**config.mk**
```make
export PLATFORM = sky130hd
export DESIGN_NAME = retry_backoff_jitter_core
export DESIGN_NICKNAME = d
export VERILOG_FILES = /design/src/design/rbj_pkg.sv /design/src/design/rbj_serial_mul.sv /design/src/design/rbj_cfg_regs.sv /design/src/design/rbj_engine.sv /design/src/design/retry_backoff_jitter_core.sv
export SDC_FILE = /design/constraint.sdc
export NUM_CORES = 2
export LEC_CHECK = 0
export BUFFER_PORTS_ARGS = -buffer_cell sky130_fd_sc_hd__buf_2
export CORE_ASPECT_RATIO = 1.2
export CORE_MARGIN = 1
export CORE_UTILIZATION = 36
export CTS_BUF_LIST = sky130_fd_sc_hd__clkbuf_8
export CTS_CLUSTER_DIAMETER = 60
export CTS_CLUSTER_SIZE = 28
export DETAILED_ROUTE_END_ITERATION = 8
export PLACE_DENSITY = 0.52
export RECOVER_POWER = 50
export REMOVE_ABC_BUFFERS = 1
export SYNTH_ARGS = -nofsm -noshare
export SYNTH_HDL_FRONTEND = slang
export SYNTH_SLANG_ARGS = --single-unit
```
**constraint.sdc**
```tcl
create_clock -name i_clk -period 6.9 [get_ports i_clk]
set_input_delay 0 -clock i_clk [delete_from_list [all_inputs] [get_ports i_clk]]
set_output_delay 0 -clock i_clk [all_outputs]
set_load 0.01 [all_outputs]
```
**src/design/rbj_pkg.sv**
```systemverilog
// Shared widths, codes, constants and word types of the retry backoff block.
package rbj_pkg;

    localparam int DELAY_WIDTH     = 32;
    localparam int ATTEMPT_WIDTH   = 8;
    localparam int FRACTION_BITS   = 16;
    localparam int MULT_WIDTH      = FRACTION_BITS + 8;
    localparam int RATIO_WIDTH     = FRACTION_BITS + 1;
    localparam int GEN_WIDTH       = 64;
    localparam int UNIT_BITS       = 53;
    localparam int RAND_DROP       = GEN_WIDTH - UNIT_BITS;
    localparam int MAG_WIDTH       = UNIT_BITS + 1;
    localparam int FACTOR_WIDTH    = UNIT_BITS + 2;
    localparam int MUL_WIDTH       = 64;
    localparam int PROD_WIDTH      = 2 * MUL_WIDTH;
    localparam int DIGIT_BITS_DEFAULT = 8;
    localparam int CFG_INDEX_WIDTH = 3;
    localparam int CFG_DATA_WIDTH  = 64;

    localparam int MIX_SHIFT1 = 30;
    localparam int MIX_SHIFT2 = 27;
    localparam int MIX_SHIFT3 = 31;

    localparam logic [GEN_WIDTH-1:0] GOLDEN_GAMMA = 64'h9e37_79b9_7f4a_7c15;
    localparam logic [GEN_WIDTH-1:0] MIX_MUL1     = 64'hbf58_476d_1ce4_e5b9;
    localparam logic [GEN_WIDTH-1:0] MIX_MUL2     = 64'h94d0_49bb_1331_11eb;

    localparam logic [ATTEMPT_WIDTH-1:0] RST_MAX_ATTEMPTS = ATTEMPT_WIDTH'(3);
    localparam logic [DELAY_WIDTH-1:0]   RST_INITIAL      = DELAY_WIDTH'(1000);
    localparam logic [MULT_WIDTH-1:0]    RST_MULTIPLIER   = MULT_WIDTH'(2) << FRACTION_BITS;
    localparam logic [DELAY_WIDTH-1:0]   RST_MAX_BACKOFF  = DELAY_WIDTH'(1000000);
    localparam logic [RATIO_WIDTH-1:0]   RST_RATIO        = '0;
    localparam logic [GEN_WIDTH-1:0]     RST_GEN          = '0;

    typedef enum logic [1:0] {
        STATUS_OK,
        STATUS_CONN_FAIL,
        STATUS_INTERNAL,
        STATUS_OTHER
    } t_status;

    typedef enum logic [CFG_INDEX_WIDTH-1:0] {
        REG_MAX_ATTEMPTS,
        REG_INITIAL_BACKOFF,
        REG_MULTIPLIER,
        REG_MAX_BACKOFF,
        REG_JITTER_RATIO,
        REG_RANDOM_SEED
    } t_reg_idx;

    typedef enum logic [3:0] {
        ST_IDLE,
        ST_GROW,
        ST_GROW_WAIT,
        ST_JITTER,
        ST_MIX1_WAIT,
        ST_MIX2_WAIT,
        ST_MAG_WAIT,
        ST_SCALE_WAIT,
        ST_DONE
    } t_state;

    typedef struct packed {
        t_status                  status_code;
        logic [ATTEMPT_WIDTH-1:0] attempt_count;
    } t_in_word;

    typedef struct packed {
        logic                   should_retry;
        logic [DELAY_WIDTH-1:0] backoff_us;
    } t_out_word;

    typedef struct packed {
        logic [ATTEMPT_WIDTH-1:0] attempt_limit;
        logic [DELAY_WIDTH-1:0]   first_delay;
        logic [MULT_WIDTH-1:0]    multiplier;
        logic [DELAY_WIDTH-1:0]   delay_limit;
        logic [RATIO_WIDTH-1:0]   jitter_frac;
    } t_cfg;

    typedef struct packed {
        logic                 start;
        logic [MUL_WIDTH-1:0] a;
        logic [MUL_WIDTH-1:0] b;
    } t_mul_req;

    typedef struct packed {
        logic                  done;
        logic [PROD_WIDTH-1:0] product;
    } t_mul_rsp;

endpackage

```
**src/design/rbj_serial_mul.sv**
```systemverilog
// Digit-serial shift-add multiplier, full 128-bit product of two 64-bit operands.
module rbj_serial_mul
    import rbj_pkg::*;
#(
    parameter int DIGIT_BITS = DIGIT_BITS_DEFAULT
) (
    input  logic     i_clk,
    input  logic     i_rst_n,
    input  t_mul_req i_req,
    output t_mul_rsp o_rsp
);

    localparam int STEPS     = MUL_WIDTH / DIGIT_BITS;
    localparam int CNT_WIDTH = $clog2(STEPS + 1);
    localparam int SUM_WIDTH = MUL_WIDTH + DIGIT_BITS;

    logic [MUL_WIDTH-1:0] r_a, n_a;
    logic [MUL_WIDTH-1:0] r_b, n_b;
    logic [MUL_WIDTH-1:0] r_acc, n_acc;
    logic [MUL_WIDTH-1:0] r_lo, n_lo;
    logic [CNT_WIDTH-1:0] r_cnt, n_cnt;
    logic                 r_done, n_done;
    logic [SUM_WIDTH-1:0] sum;

    // one multiplier digit per cycle, LSB first; low product bits shift into r_lo
    always_comb begin
        sum = SUM_WIDTH'(r_acc)
            + SUM_WIDTH'(r_a) * SUM_WIDTH'(r_b[DIGIT_BITS-1:0]);
        n_a    = r_a;
        n_b    = r_b;
        n_acc  = r_acc;
        n_lo   = r_lo;
        n_cnt  = r_cnt;
        n_done = 1'b0;
        if (i_req.start) begin
            n_a   = i_req.a;
            n_b   = i_req.b;
            n_acc = '0;
            n_lo  = '0;
            n_cnt = CNT_WIDTH'(STEPS);
        end else if (r_cnt != '0) begin
            n_acc  = sum[SUM_WIDTH-1:DIGIT_BITS];
            n_lo   = {sum[DIGIT_BITS-1:0], r_lo[MUL_WIDTH-1:DIGIT_BITS]};
            n_b    = r_b >> DIGIT_BITS;
            n_cnt  = r_cnt - 1'b1;
            n_done = (r_cnt == CNT_WIDTH'(1));
        end
    end

    always_ff @(posedge i_clk) begin
        if (!i_rst_n) begin
            r_cnt  <= '0;
            r_done <= 1'b0;
        end else begin
            r_cnt  <= n_cnt;
            r_done <= n_done;
        end
    end

    always_ff @(posedge i_clk) begin
        r_a   <= n_a;
        r_b   <= n_b;
        r_acc <= n_acc;
        r_lo  <= n_lo;
    end

    assign o_rsp.done    = r_done;
    assign o_rsp.product = {r_acc, r_lo};

endmodule

```
**src/design/rbj_cfg_regs.sv**
```systemverilog
// Configuration registers and the random generator counter.
module rbj_cfg_regs
    import rbj_pkg::*;
(
    input  logic                       i_clk,
    input  logic                       i_rst_n,
    input  logic                       i_cfg_valid,
    input  logic [CFG_INDEX_WIDTH-1:0] i_cfg_index,
    input  logic [CFG_DATA_WIDTH-1:0]  i_cfg_data,
    input  logic                       i_gen_advance,
    output t_cfg                       o_cfg,
    output logic [GEN_WIDTH-1:0]       o_gen_ctr
);

    t_cfg                 r_cfg, n_cfg;
    logic [GEN_WIDTH-1:0] r_gen, n_gen;

    always_comb begin
        n_cfg = r_cfg;
        n_gen = r_gen;
        if (i_gen_advance) begin
            n_gen = r_gen + GOLDEN_GAMMA;
        end
        if (i_cfg_valid) begin
            unique case (t_reg_idx'(i_cfg_index))
                REG_MAX_ATTEMPTS:    n_cfg.attempt_limit = i_cfg_data[ATTEMPT_WIDTH-1:0];
                REG_INITIAL_BACKOFF: n_cfg.first_delay   = i_cfg_data[DELAY_WIDTH-1:0];
                REG_MULTIPLIER:      n_cfg.multiplier    = i_cfg_data[MULT_WIDTH-1:0];
                REG_MAX_BACKOFF:     n_cfg.delay_limit   = i_cfg_data[DELAY_WIDTH-1:0];
                REG_JITTER_RATIO:    n_cfg.jitter_frac   = i_cfg_data[RATIO_WIDTH-1:0];
                REG_RANDOM_SEED:     n_gen               = i_cfg_data[GEN_WIDTH-1:0];
                default: ;
            endcase
        end
    end

    always_ff @(posedge i_clk) begin
        if (!i_rst_n) begin
            r_cfg.attempt_limit <= RST_MAX_ATTEMPTS;
            r_cfg.first_delay   <= RST_INITIAL;
            r_cfg.multiplier    <= RST_MULTIPLIER;
            r_cfg.delay_limit   <= RST_MAX_BACKOFF;
            r_cfg.jitter_frac   <= RST_RATIO;
            r_gen               <= RST_GEN;
        end else begin
            r_cfg <= n_cfg;
            r_gen <= n_gen;
        end
    end

    assign o_cfg     = r_cfg;
    assign o_gen_ctr = r_gen;

endmodule

```
**src/design/rbj_engine.sv**
```systemverilog
// Sequencer and datapath: growth loop, splitmix step and jitter scaling on one multiplier.
module rbj_engine
    import rbj_pkg::*;
#(
    parameter int DIGIT_BITS = DIGIT_BITS_DEFAULT
) (
    input  logic                 i_clk,
    input  logic                 i_rst_n,
    input  logic                 i_in_valid,
    output logic                 o_in_ready,
    input  t_in_word             i_in,
    input  t_cfg                 i_cfg,
    input  logic [GEN_WIDTH-1:0] i_gen_ctr,
    output logic                 o_gen_advance,
    output logic                 o_res_valid,
    input  logic                 i_res_take,
    output t_out_word            o_res
);

    localparam logic [MAG_WIDTH-1:0]    HALF_MAG = {1'b1, {UNIT_BITS{1'b0}}};
    localparam logic [FACTOR_WIDTH-1:0] HALF_F   = {2'b01, {UNIT_BITS{1'b0}}};

    t_state                   r_state, n_state;
    logic                     r_retry, n_retry;
    logic [DELAY_WIDTH-1:0]   r_delay, n_delay;
    logic [ATTEMPT_WIDTH-1:0] r_steps, n_steps;
    logic                     r_up, n_up;

    t_mul_req                 mul_req;
    t_mul_rsp                 mul_rsp;
    logic [PROD_WIDTH-1:0]    prod;

    logic                     start_zero;
    logic                     retryable;
    logic                     jitter_on;
    logic [GEN_WIDTH-1:0]     mix_in0;
    logic [GEN_WIDTH-1:0]     mix_word;
    logic [GEN_WIDTH-1:0]     mix_in1;
    logic [GEN_WIDTH-1:0]     rnd;
    logic [UNIT_BITS-1:0]     unit;
    logic                     up;
    logic [MAG_WIDTH-1:0]     mag;
    logic [MAG_WIDTH-1:0]     jm;
    logic [FACTOR_WIDTH-1:0]  factor;
    logic                     grow_ge_cap;
    logic [DELAY_WIDTH-1:0]   grow_lo;
    logic                     scaled_gt_cap;
    logic [DELAY_WIDTH-1:0]   scaled_lo;

    rbj_serial_mul #(
        .DIGIT_BITS(DIGIT_BITS)
    ) u_mul (
        .i_clk  (i_clk),
        .i_rst_n(i_rst_n),
        .i_req  (mul_req),
        .o_rsp  (mul_rsp)
    );

    assign prod = mul_rsp.product;

    assign start_zero = (i_in.attempt_count == '0) || (i_cfg.first_delay == '0);
    assign retryable  = (i_in.status_code == STATUS_CONN_FAIL)
                     || (i_in.status_code == STATUS_INTERNAL);
    assign jitter_on  = (i_cfg.jitter_frac != '0) && (r_delay != '0);

    // splitmix64 output function, spread over two multiplies
    assign mix_in0  = i_gen_ctr ^ (i_gen_ctr >> MIX_SHIFT1);
    assign mix_word = prod[GEN_WIDTH-1:0];
    assign mix_in1  = mix_word ^ (mix_word >> MIX_SHIFT2);
    assign rnd      = mix_word ^ (mix_word >> MIX_SHIFT3);
    assign unit     = rnd[GEN_WIDTH-1:RAND_DROP];

    // |2r - 1.0| in Q.53; when 2r >= 1.0 the top bit simply drops
    assign up  = unit[UNIT_BITS-1];
    assign mag = up ? {1'b0, unit[UNIT_BITS-2:0], 1'b0}
                    : (HALF_MAG - {unit, 1'b0});

    assign jm     = prod[FRACTION_BITS+MAG_WIDTH-1:FRACTION_BITS];
    assign factor = r_up ? (HALF_F + {1'b0, jm})
                         : ((jm >= HALF_MAG) ? '0 : {1'b0, HALF_MAG - jm});

    assign grow_lo       = prod[FRACTION_BITS+DELAY_WIDTH-1:FRACTION_BITS];
    assign grow_ge_cap   = (|prod[PROD_WIDTH-1:FRACTION_BITS+DELAY_WIDTH])
                        || (grow_lo >= i_cfg.delay_limit);
    assign scaled_lo     = prod[UNIT_BITS+DELAY_WIDTH-1:UNIT_BITS];
    assign scaled_gt_cap = (|prod[PROD_WIDTH-1:UNIT_BITS+DELAY_WIDTH])
                        || (scaled_lo > i_cfg.delay_limit);

    always_comb begin
        n_state = r_state;
        unique case (r_state)
            ST_IDLE:       if (i_in_valid) n_state = start_zero ? ST_DONE : ST_GROW;
            ST_GROW:       n_state = (r_steps != '0) ? ST_GROW_WAIT : ST_JITTER;
            ST_GROW_WAIT:  if (mul_rsp.done) n_state = ST_GROW;
            ST_JITTER:     n_state = jitter_on ? ST_MIX1_WAIT : ST_DONE;
            ST_MIX1_WAIT:  if (mul_rsp.done) n_state = ST_MIX2_WAIT;
            ST_MIX2_WAIT:  if (mul_rsp.done) n_state = ST_MAG_WAIT;
            ST_MAG_WAIT:   if (mul_rsp.done) n_state = ST_SCALE_WAIT;
            ST_SCALE_WAIT: if (mul_rsp.done) n_state = ST_DONE;
            ST_DONE:       if (i_res_take) n_state = ST_IDLE;
            default:       n_state = ST_IDLE;
        endcase
    end

    always_comb begin
        n_retry       = r_retry;
        n_delay       = r_delay;
        n_steps       = r_steps;
        n_up          = r_up;
        mul_req.start = 1'b0;
        mul_req.a     = '0;
        mul_req.b     = '0;
        o_gen_advance = 1'b0;
        unique case (r_state)
            ST_IDLE: begin
                if (i_in_valid) begin
                    n_retry = retryable
                           && (i_in.attempt_count < i_cfg.attempt_limit);
                    n_delay = start_zero ? '0 : i_cfg.first_delay;
                    n_steps = i_in.attempt_count - 1'b1;
                end
            end
            ST_GROW: begin
                if (r_steps != '0) begin
                    mul_req.start = 1'b1;
                    mul_req.a     = MUL_WIDTH'(r_delay);
                    mul_req.b     = MUL_WIDTH'(i_cfg.multiplier);
                    n_steps       = r_steps - 1'b1;
                end else if (r_delay > i_cfg.delay_limit) begin
                    n_delay = i_cfg.delay_limit;
                end
            end
            ST_GROW_WAIT: begin
                if (mul_rsp.done) begin
                    if (grow_ge_cap) begin
                        // reached the cap: growth stops here
                        n_delay = i_cfg.delay_limit;
                        n_steps = '0;
                    end else begin
                        n_delay = grow_lo;
                    end
                end
            end
            ST_JITTER: begin
                if (jitter_on) begin
                    mul_req.start = 1'b1;
                    mul_req.a     = mix_in0;
                    mul_req.b     = MIX_MUL1;
                    o_gen_advance = 1'b1;
                end
            end
            ST_MIX1_WAIT: begin
                if (mul_rsp.done) begin
                    mul_req.start = 1'b1;
                    mul_req.a     = mix_in1;
                    mul_req.b     = MIX_MUL2;
                end
            end
            ST_MIX2_WAIT: begin
                if (mul_rsp.done) begin
                    mul_req.start = 1'b1;
                    mul_req.a     = MUL_WIDTH'(mag);
                    mul_req.b     = MUL_WIDTH'(i_cfg.jitter_frac);
                    n_up          = up;
                end
            end
            ST_MAG_WAIT: begin
                if (mul_rsp.done) begin
                    mul_req.start = 1'b1;
                    mul_req.a     = MUL_WIDTH'(r_delay);
                    mul_req.b     = MUL_WIDTH'(factor);
                end
            end
            ST_SCALE_WAIT: begin
                if (mul_rsp.done) begin
                    n_delay = scaled_gt_cap ? i_cfg.delay_limit : scaled_lo;
                end
            end
            ST_DONE: ;
            default: ;
        endcase
    end

    always_ff @(posedge i_clk) begin
        if (!i_rst_n) begin
            r_state <= ST_IDLE;
        end else begin
            r_state <= n_state;
        end
    end

    always_ff @(posedge i_clk) begin
        r_retry <= n_retry;
        r_delay <= n_delay;
        r_steps <= n_steps;
        r_up    <= n_up;
    end

    assign o_in_ready         = (r_state == ST_IDLE);
    assign o_res_valid        = (r_state == ST_DONE);
    assign o_res.should_retry = r_retry;
    assign o_res.backoff_us   = r_delay;

endmodule

```
**src/design/retry_backoff_jitter_core.sv**
```systemverilog
// Top level: retry decision and truncated exponential backoff with jitter.
//
//   channel  direction  handshake                  word
//   cfg      in         i_cfg_valid / o_cfg_ready  i_cfg_index, i_cfg_data
//   in       in         i_in_valid / o_in_ready    i_in_data  (t_in_word)
//   out      out        o_out_valid / i_out_ready  o_out_data (t_out_word)
//
// One word at a time. Every multiply runs on the shared digit-serial
// multiplier: one per growth step, and four more when jitter applies;
// a word with zero attempts or a zero initial delay goes straight to done.
// Reset is synchronous, active low, no clearing pass.
// The result sits in an output register, so the next word is taken while it
// waits; a full output register holds the engine in its done state.
module retry_backoff_jitter_core
    import rbj_pkg::*;
#(
    parameter int DIGIT_BITS = DIGIT_BITS_DEFAULT
) (
    input  logic                       i_clk,
    input  logic                       i_rst_n,
    input  logic                       i_cfg_valid,
    output logic                       o_cfg_ready,
    input  logic [CFG_INDEX_WIDTH-1:0] i_cfg_index,
    input  logic [CFG_DATA_WIDTH-1:0]  i_cfg_data,
    input  logic                       i_in_valid,
    output logic                       o_in_ready,
    input  t_in_word                   i_in_data,
    output logic                       o_out_valid,
    input  logic                       i_out_ready,
    output t_out_word                  o_out_data
);

    t_cfg                 cfg;
    logic [GEN_WIDTH-1:0] gen_ctr;
    logic                 gen_advance;
    logic                 res_valid;
    logic                 res_take;
    t_out_word            res;

    logic                 r_out_valid, n_out_valid;
    t_out_word            r_out_data;

    rbj_cfg_regs u_cfg (
        .i_clk        (i_clk),
        .i_rst_n      (i_rst_n),
        .i_cfg_valid  (i_cfg_valid),
        .i_cfg_index  (i_cfg_index),
        .i_cfg_data   (i_cfg_data),
        .i_gen_advance(gen_advance),
        .o_cfg        (cfg),
        .o_gen_ctr    (gen_ctr)
    );

    rbj_engine #(
        .DIGIT_BITS(DIGIT_BITS)
    ) u_engine (
        .i_clk        (i_clk),
        .i_rst_n      (i_rst_n),
        .i_in_valid   (i_in_valid),
        .o_in_ready   (o_in_ready),
        .i_in         (i_in_data),
        .i_cfg        (cfg),
        .i_gen_ctr    (gen_ctr),
        .o_gen_advance(gen_advance),
        .o_res_valid  (res_valid),
        .i_res_take   (res_take),
        .o_res        (res)
    );

    assign o_cfg_ready = 1'b1;

    assign res_take = res_valid && (!r_out_valid || i_out_ready);

    always_comb begin
        n_out_valid = r_out_valid;
        if (res_take) begin
            n_out_valid = 1'b1;
        end else if (i_out_ready) begin
            n_out_valid = 1'b0;
        end
    end

    always_ff @(posedge i_clk) begin
        if (!i_rst_n) begin
            r_out_valid <= 1'b0;
        end else begin
            r_out_valid <= n_out_valid;
        end
    end

    always_ff @(posedge i_clk) begin
        if (res_take) begin
            r_out_data <= res;
        end
    end

    assign o_out_valid = r_out_valid;
    assign o_out_data  = r_out_data;

    a_gen_only_busy: assert property (@(posedge i_clk) disable iff (!i_rst_n)
        gen_advance |-> !o_in_ready)
        else $error("generator advanced while engine idle");

    a_accept_goes_busy: assert property (@(posedge i_clk) disable iff (!i_rst_n)
        (i_in_valid && o_in_ready) |=> !o_in_ready)
        else $error("engine ready right after taking a word");

    a_result_held: assert property (@(posedge i_clk) disable iff (!i_rst_n)
        (res_valid && !res_take) |=> res_valid)
        else $error("engine result dropped before output register took it");

    a_out_loaded: assert property (@(posedge i_clk) disable iff (!i_rst_n)
        res_take |=> o_out_valid)
        else $error("output register not loaded after result handoff");

endmodule

```
; Word-level counts from Yosys, hierarchy flattened
; Cells that the tools add are included.
[totals]
register_bits = 518
ram_bits = 0
memories = 0
mem_bits_ro = 0
latch_bits = 0
output_inout_bits = 36
[classes]
bitwise = 5
addsub = 8
reduce_logical = 35
shifts = 0
n_div = 0
n_mux = 45
order_cmp = 5
mul = 1
eq_ne = 27
[ops]
columns = op, count
row1 = two-way mux 129 bit, 5
row2 = case mux 129 bit (5 select lines), 1
row3 = two-way mux 64 bit, 5
row4 = two-way mux 32 bit, 8
row5 = case mux 32 bit (4 select lines), 1
row6 = two-way mux 54 bit, 2
row7 = subtractor 54 bit (first input constant), 2
row8 = OR reduction 80 bit, 1
row9 = adder 64 x 72 -> 72 bit, 1
row10 = multiplier 64 x 8 -> 72 bit, 1
row11 = adder 64 bit (second input constant), 1
row12 = > comparator 32 bit, 2
row13 = XOR 64 x 33 -> 64 bit, 1
row14 = XOR 64 x 34 -> 64 bit, 1
row15 = XOR 64 x 37 -> 64 bit, 1
row16 = adder 54 x 54 -> 55 bit (first input constant), 1
row17 = two-way mux 55 bit, 1
row18 = greater-or-equal comparator 54 bit (second input constant), 1
row19 = two-way mux 4 bit, 11
row20 = OR reduction 43 bit, 1
row21 = case mux 4 bit (9 select lines), 1
row22 = greater-or-equal comparator 32 bit, 1
row23 = logical NOT 32 bit, 1
row24 = two-way mux 8 bit, 4
row25 = other kinds (35), 71

; Longest topological paths before layout
[depth]
ltp_word = 7
mapped_depth = 23
ltp_nobuf = 21

; By module
; From an unflattened synthesis, not the netlist that was laid out.
[unflattened]
cells_unflattened = 5370
hier_area_um2 = 47010.1
[modules_own_cells]
columns = mod, instances, area_each_um2, cells_each, seq_area_each_um2
row1 = rbj_serial_mul, 1, 27149.8, 2888, 6506.2
row2 = rbj_engine, 1, 10822.9, 1400, 1341.3
row3 = rbj_cfg_regs, 1, 7987.7, 1043, 3543.4
row4 = retry_backoff_jitter_core, 1, 1049.8, 39, 1011.0

; Least setup slack after synthesis
; OpenSTA, ideal clock, no wires.
[synth_path]
path_kind = register -> register
startpoint = reg u_engine.u_mul.r_b[1]
endpoint = reg u_engine.u_mul.r_acc[53]
slack_ps = 1297
required_ps = 6650
path_buffers = 3
t_arrival_ps = 5354
path_stages_with_launch = 23
cell_sequence = edfxtp_1 > clkbuf_1 > clkbuf_1 > nand2_1 > fa_1 > inv_1 > fa_1 > fa_1 > inv_1 > fa_1 > inv_1 > ha_1 > clkbuf_1 > a21oi_1 > o21ai_0 > a22o_1 > a2111oi_0 > o31a_1 > o21ai_0 > a31oi_1 > xnor2_1 > nand2_1 > a21oi_1
[synth_via]
elab_chain_cells = 2
[synth_rtl]
columns = element, line_no
row1 = from (decl), rbj_serial_mul.sv:18  ; logic [MUL_WIDTH-1:0] r_b, n_b;
row2 = from (signal assigned), rbj_serial_mul.sv:62  ; r_b <= n_b;
row3 = multiplier 64 x 8 -> 72 bit, rbj_serial_mul.sv:28  ; + SUM_WIDTH'(r_a) * SUM_WIDTH'(r_b[DIGIT_BITS-1:0]);
row4 = adder 64 x 72 -> 72 bit, rbj_serial_mul.sv:28
row5 = to (signal assigned), rbj_serial_mul.sv:63  ; r_acc <= n_acc;
row6 = to (decl), rbj_serial_mul.sv:19  ; logic [MUL_WIDTH-1:0] r_acc, n_acc;
; Every way passes these cells.
; A chain may end at the register's enable or synchronous reset.

; Worst setup path in the final report
[layout_path]
startpoint = reg u_engine.u_mul.r_b[3]
endpoint = reg u_engine.u_mul.r_acc[62]
; Same word-level chain as after synthesis.

==> results.sh <==
export IMPL_htreeDepth=2
export IMPL_drive_gt1_share_pct=5.95
export IMPL_grt_overflow_total=0
export IMPL_synth_mux_area_fraction_pct=0.264
export IMPL_max_freq_mhz=152
export IMPL_synth_compound_area_share_pct=15.5
export IMPL_die_h_um=391
export IMPL_ys_seq_area_share_pct=26.9
export IMPL_top_level_ports=118
export IMPL_gp_congestion=0.987
export IMPL_clock_path_buffers=3
export IMPL_wl_per_cell_um=25.6
export IMPL_dp_final_hpwl_mm=135
export IMPL_hold_violations=0
export IMPL_critPathMaxStageDelay_ns=0.74
export IMPL_report_final_setup_viol=0
export IMPL_antenna_found_initial=6
export IMPL_failed_checks="max-capacitance violations, max-slew violations"
export IMPL_numCtsBuffers=53
export IMPL_core_um2=125000
export IMPL_num_rows=142
export IMPL_fin_skew_ns=0.0895
export IMPL_critPathSlowestCell="edfxtp_1"
export IMPL_crit_chain="buf_12 > and2_1 > fa_1 > fa_1 > fa_1 > inv_1 > fa_1 > inv_1 > ha_1 > nand4_1 > or4_1 > a211o_1 > a31o_2 > a21oi_1 > nor2_1 > a211oi_1 > nor3_1 > o32ai_1"
export IMPL_relSlewSlack_pct=-185
export IMPL_grt_pass1_vias=39500
export IMPL_ys_types=82
export IMPL_cp_common_cell="fa_1"
export IMPL_portBuffers=116
export IMPL_fin_nets=6050
export IMPL_crit_fanout=34
export IMPL_path_delay_family="adder cells"
export IMPL_cp_start_kind="flip-flop"
export IMPL_synthSimpleGateAreaFrac_pct=19.2
export IMPL_syn_avg_cell_area_um2=8.59
export IMPL_status="finished with violations"
export IMPL_drtIter0Drc=3879
export IMPL_critPathArrivalTime_ns=7.30
export IMPL_slew_violations=414
export IMPL_ys_warn_count=0
export IMPL_worst_ep_required_time_ns=7.61
export IMPL_worstMarginPinSlew_ns=4.28
export IMPL_vias=39600
export IMPL_cts_root_buffer="clkbuf_8"
export IMPL_die_w_um=326
export IMPL_hp_class="in -> reg"
export IMPL_max_cap_viol_count=9
export IMPL_cts_tree="built"
export IMPL_drc_errors=0
export IMPL_grt_setup_unrepaired="no"
export IMPL_syn_inst=5292
export IMPL_grt_usage_pct=28.0
export IMPL_synth_edff_count=197
export IMPL_viasPerCell=5.63
export IMPL_path_class="reg -> reg"
export IMPL_yosys_register_bits=512
export IMPL_clkTransAtPathRegs_ns=0.13
export IMPL_setup_tns_final_ns=0
export IMPL_period_share_pct=95.5
export IMPL_area_growth_pct=10.0
export IMPL_initial_core_util_pct=36.4
export IMPL_layout_commonest_cell="nand2_1"
export IMPL_grt_start_max_net_pins=124
export IMPL_die_area_um2=128000
export IMPL_wl_mm=180
export IMPL_postCtsSetupBuffers=0
export IMPL_end_kind="flip-flop"
export IMPL_crit_buf_inv=3
export IMPL_synth_top_family_by_area="adder cells"
export IMPL_drtAntennaViolNets=0
export IMPL_async_reset_ff_share_pct=0
export IMPL_synthesis_area_um2=45500
export IMPL_synth_xor_area_share_pct=5.78
export IMPL_final_util_pct=40.0
export IMPL_cts_sinks=512
export IMPL_grt_first_pass_wirelength_mm=267
export IMPL_layout_min_cycle_time_ns=6.59
export IMPL_ys_flop_type="dfxtp_1"
export IMPL_insertion_delay_ns=0.80
export IMPL_yosys_area_share_adder_pct=24.7
export IMPL_first_pass_iters=6
export IMPL_final_cell_mix="nand2_1 (710), inv_1 (580), fa_1 (436)"
synth_stat cells (171+ instances only):
cell      instances  area [um^2]
nand2_1         711         2670
a21oi_1         431         2160
xnor2_1         171         1500
clkbuf_1        304         1140
dfxtp_1         315         6310
inv_1           576         2160
o21ai_0         190          951
edfxtp_1        197         5920
nor2_1          266          998
ha_1            201         2510
fa_1            436         8730
and2_1          409         2560
state kept, by name, summed over array words and instances (netlist names):
| register | cells |
|---|---|
| u_engine.r_state | 4 |
| u_engine.u_mul.r_b | 58 |
| u_cfg.o_cfg | 113 |
| u_engine.u_mul.r_a | 64 |
| o_out_valid | 1 |
| u_engine.u_mul.r_lo | 64 |
| u_engine.r_up | 1 |
| u_engine.r_delay | 32 |
| u_engine.r_retry | 1 |
| u_engine.u_mul.r_acc | 64 |
| o_out_data | 33 |
| u_engine.r_steps | 8 |
| u_engine.u_mul.r_cnt | 4 |
| u_cfg.o_gen_ctr | 64 |
| u_engine.u_mul.r_done | 1 |
worst register-to-register path: stages (launching register included):
cell      delay [ns]
edfxtp_1        0.74
buf_12          0.28
and2_1          0.25
fa_1            0.44
fa_1            0.48
fa_1            0.55
inv_1           0.06
fa_1            0.55
inv_1           0.05
ha_1            0.44
nand4_1         0.24
or4_1           0.64
a211o_1         0.31
a31o_2          0.29
a21oi_1         0.34
nor2_1          0.13
a211oi_1        0.44
nor3_1          0.08
o32ai_1         0.25
routing by layer:
layer	vias to the layer above	wire, um	global-route usage, %
met1	19700	73700	36.6
met4	4	12100	15.8
met2	1691	81200	44.7
li1	17800	-	-
met5	-	25	0
met3	401	13200	3.72
path summary, 6_finish.rpt:
kind | end | cells past startpoint | slack, ns | startpoint
hold / removal | u_cfg.o_cfg[97]$_SDFFE_PN0P_ | 4 | 0.06 | i_cfg_data[24]
setup / recovery | u_engine.u_mul.r_acc[62]$_SDFFE_PP0N_ | 18 | 0.31 | u_engine.u_mul.r_b[3]$_DFFE_PP_
hold reg to reg | u_cfg.o_cfg[70]$_SDFFE_PN0P_ | 2 | 0.46 | u_cfg.o_cfg[70]$_SDFFE_PN0P_
setup reg to reg | u_engine.u_mul.r_acc[62]$_SDFFE_PP0N_ | 18 | 0.31 | u_engine.u_mul.r_b[3]$_DFFE_PP_
final cells by class:
| class | instances | area (um^2) |
|---|---|---|
| Clock inverter | 46 | 529 |
| Timing Repair Buffer | 328 | 2470 |
| Multi-Input combinational cell | 3858 | 29800 |
| Clock buffer | 54 | 743 |
| Inverter | 578 | 2180 |
| Antenna cell | 1 | 2.50 |
| Tap cell | 1656 | 2070 |
| Fill cell | 13000 | 75000 |
| Sequential cell | 512 | 12200 |
timing repair:
item	4_1_cts	5_1_grt
gates resized for setup	0	1
hold buffers	94	0
setup endpoints to repair	0	3
endpoints found under the hold margin	202	0
logic make-up (layout without fill, tap and decap cells):
family	after synthesis	count (layout)
AND/OR/NAND/NOR	1791	1791
AO/OA/AOI/OAI	1117	1117
buffers and inverters	922	1006
adder cells (fa/ha/maj)	637	637
flip-flops	512	512
XOR/XNOR	300	300
multiplexers	12	12
other	1	2
metrics by stage:
stage               cell area (um^2)  setup WS, ns  cells  hold slack (ns)
floorplan                      44200         -4.11   4948           0.0718
global placement               47900         0.121   6838            0.294
detailed placement             47900        0.0482   6838            0.300
CTS                            50100        0.0824   7032           0.0217
global route                   50000        0.0572   7033           0.0503
finish                         50000         0.312   7033           0.0639
Power is left out: the tool's default activity adds up to more than one toggle a clock period on the data nets, which glitch-free logic cannot reach.
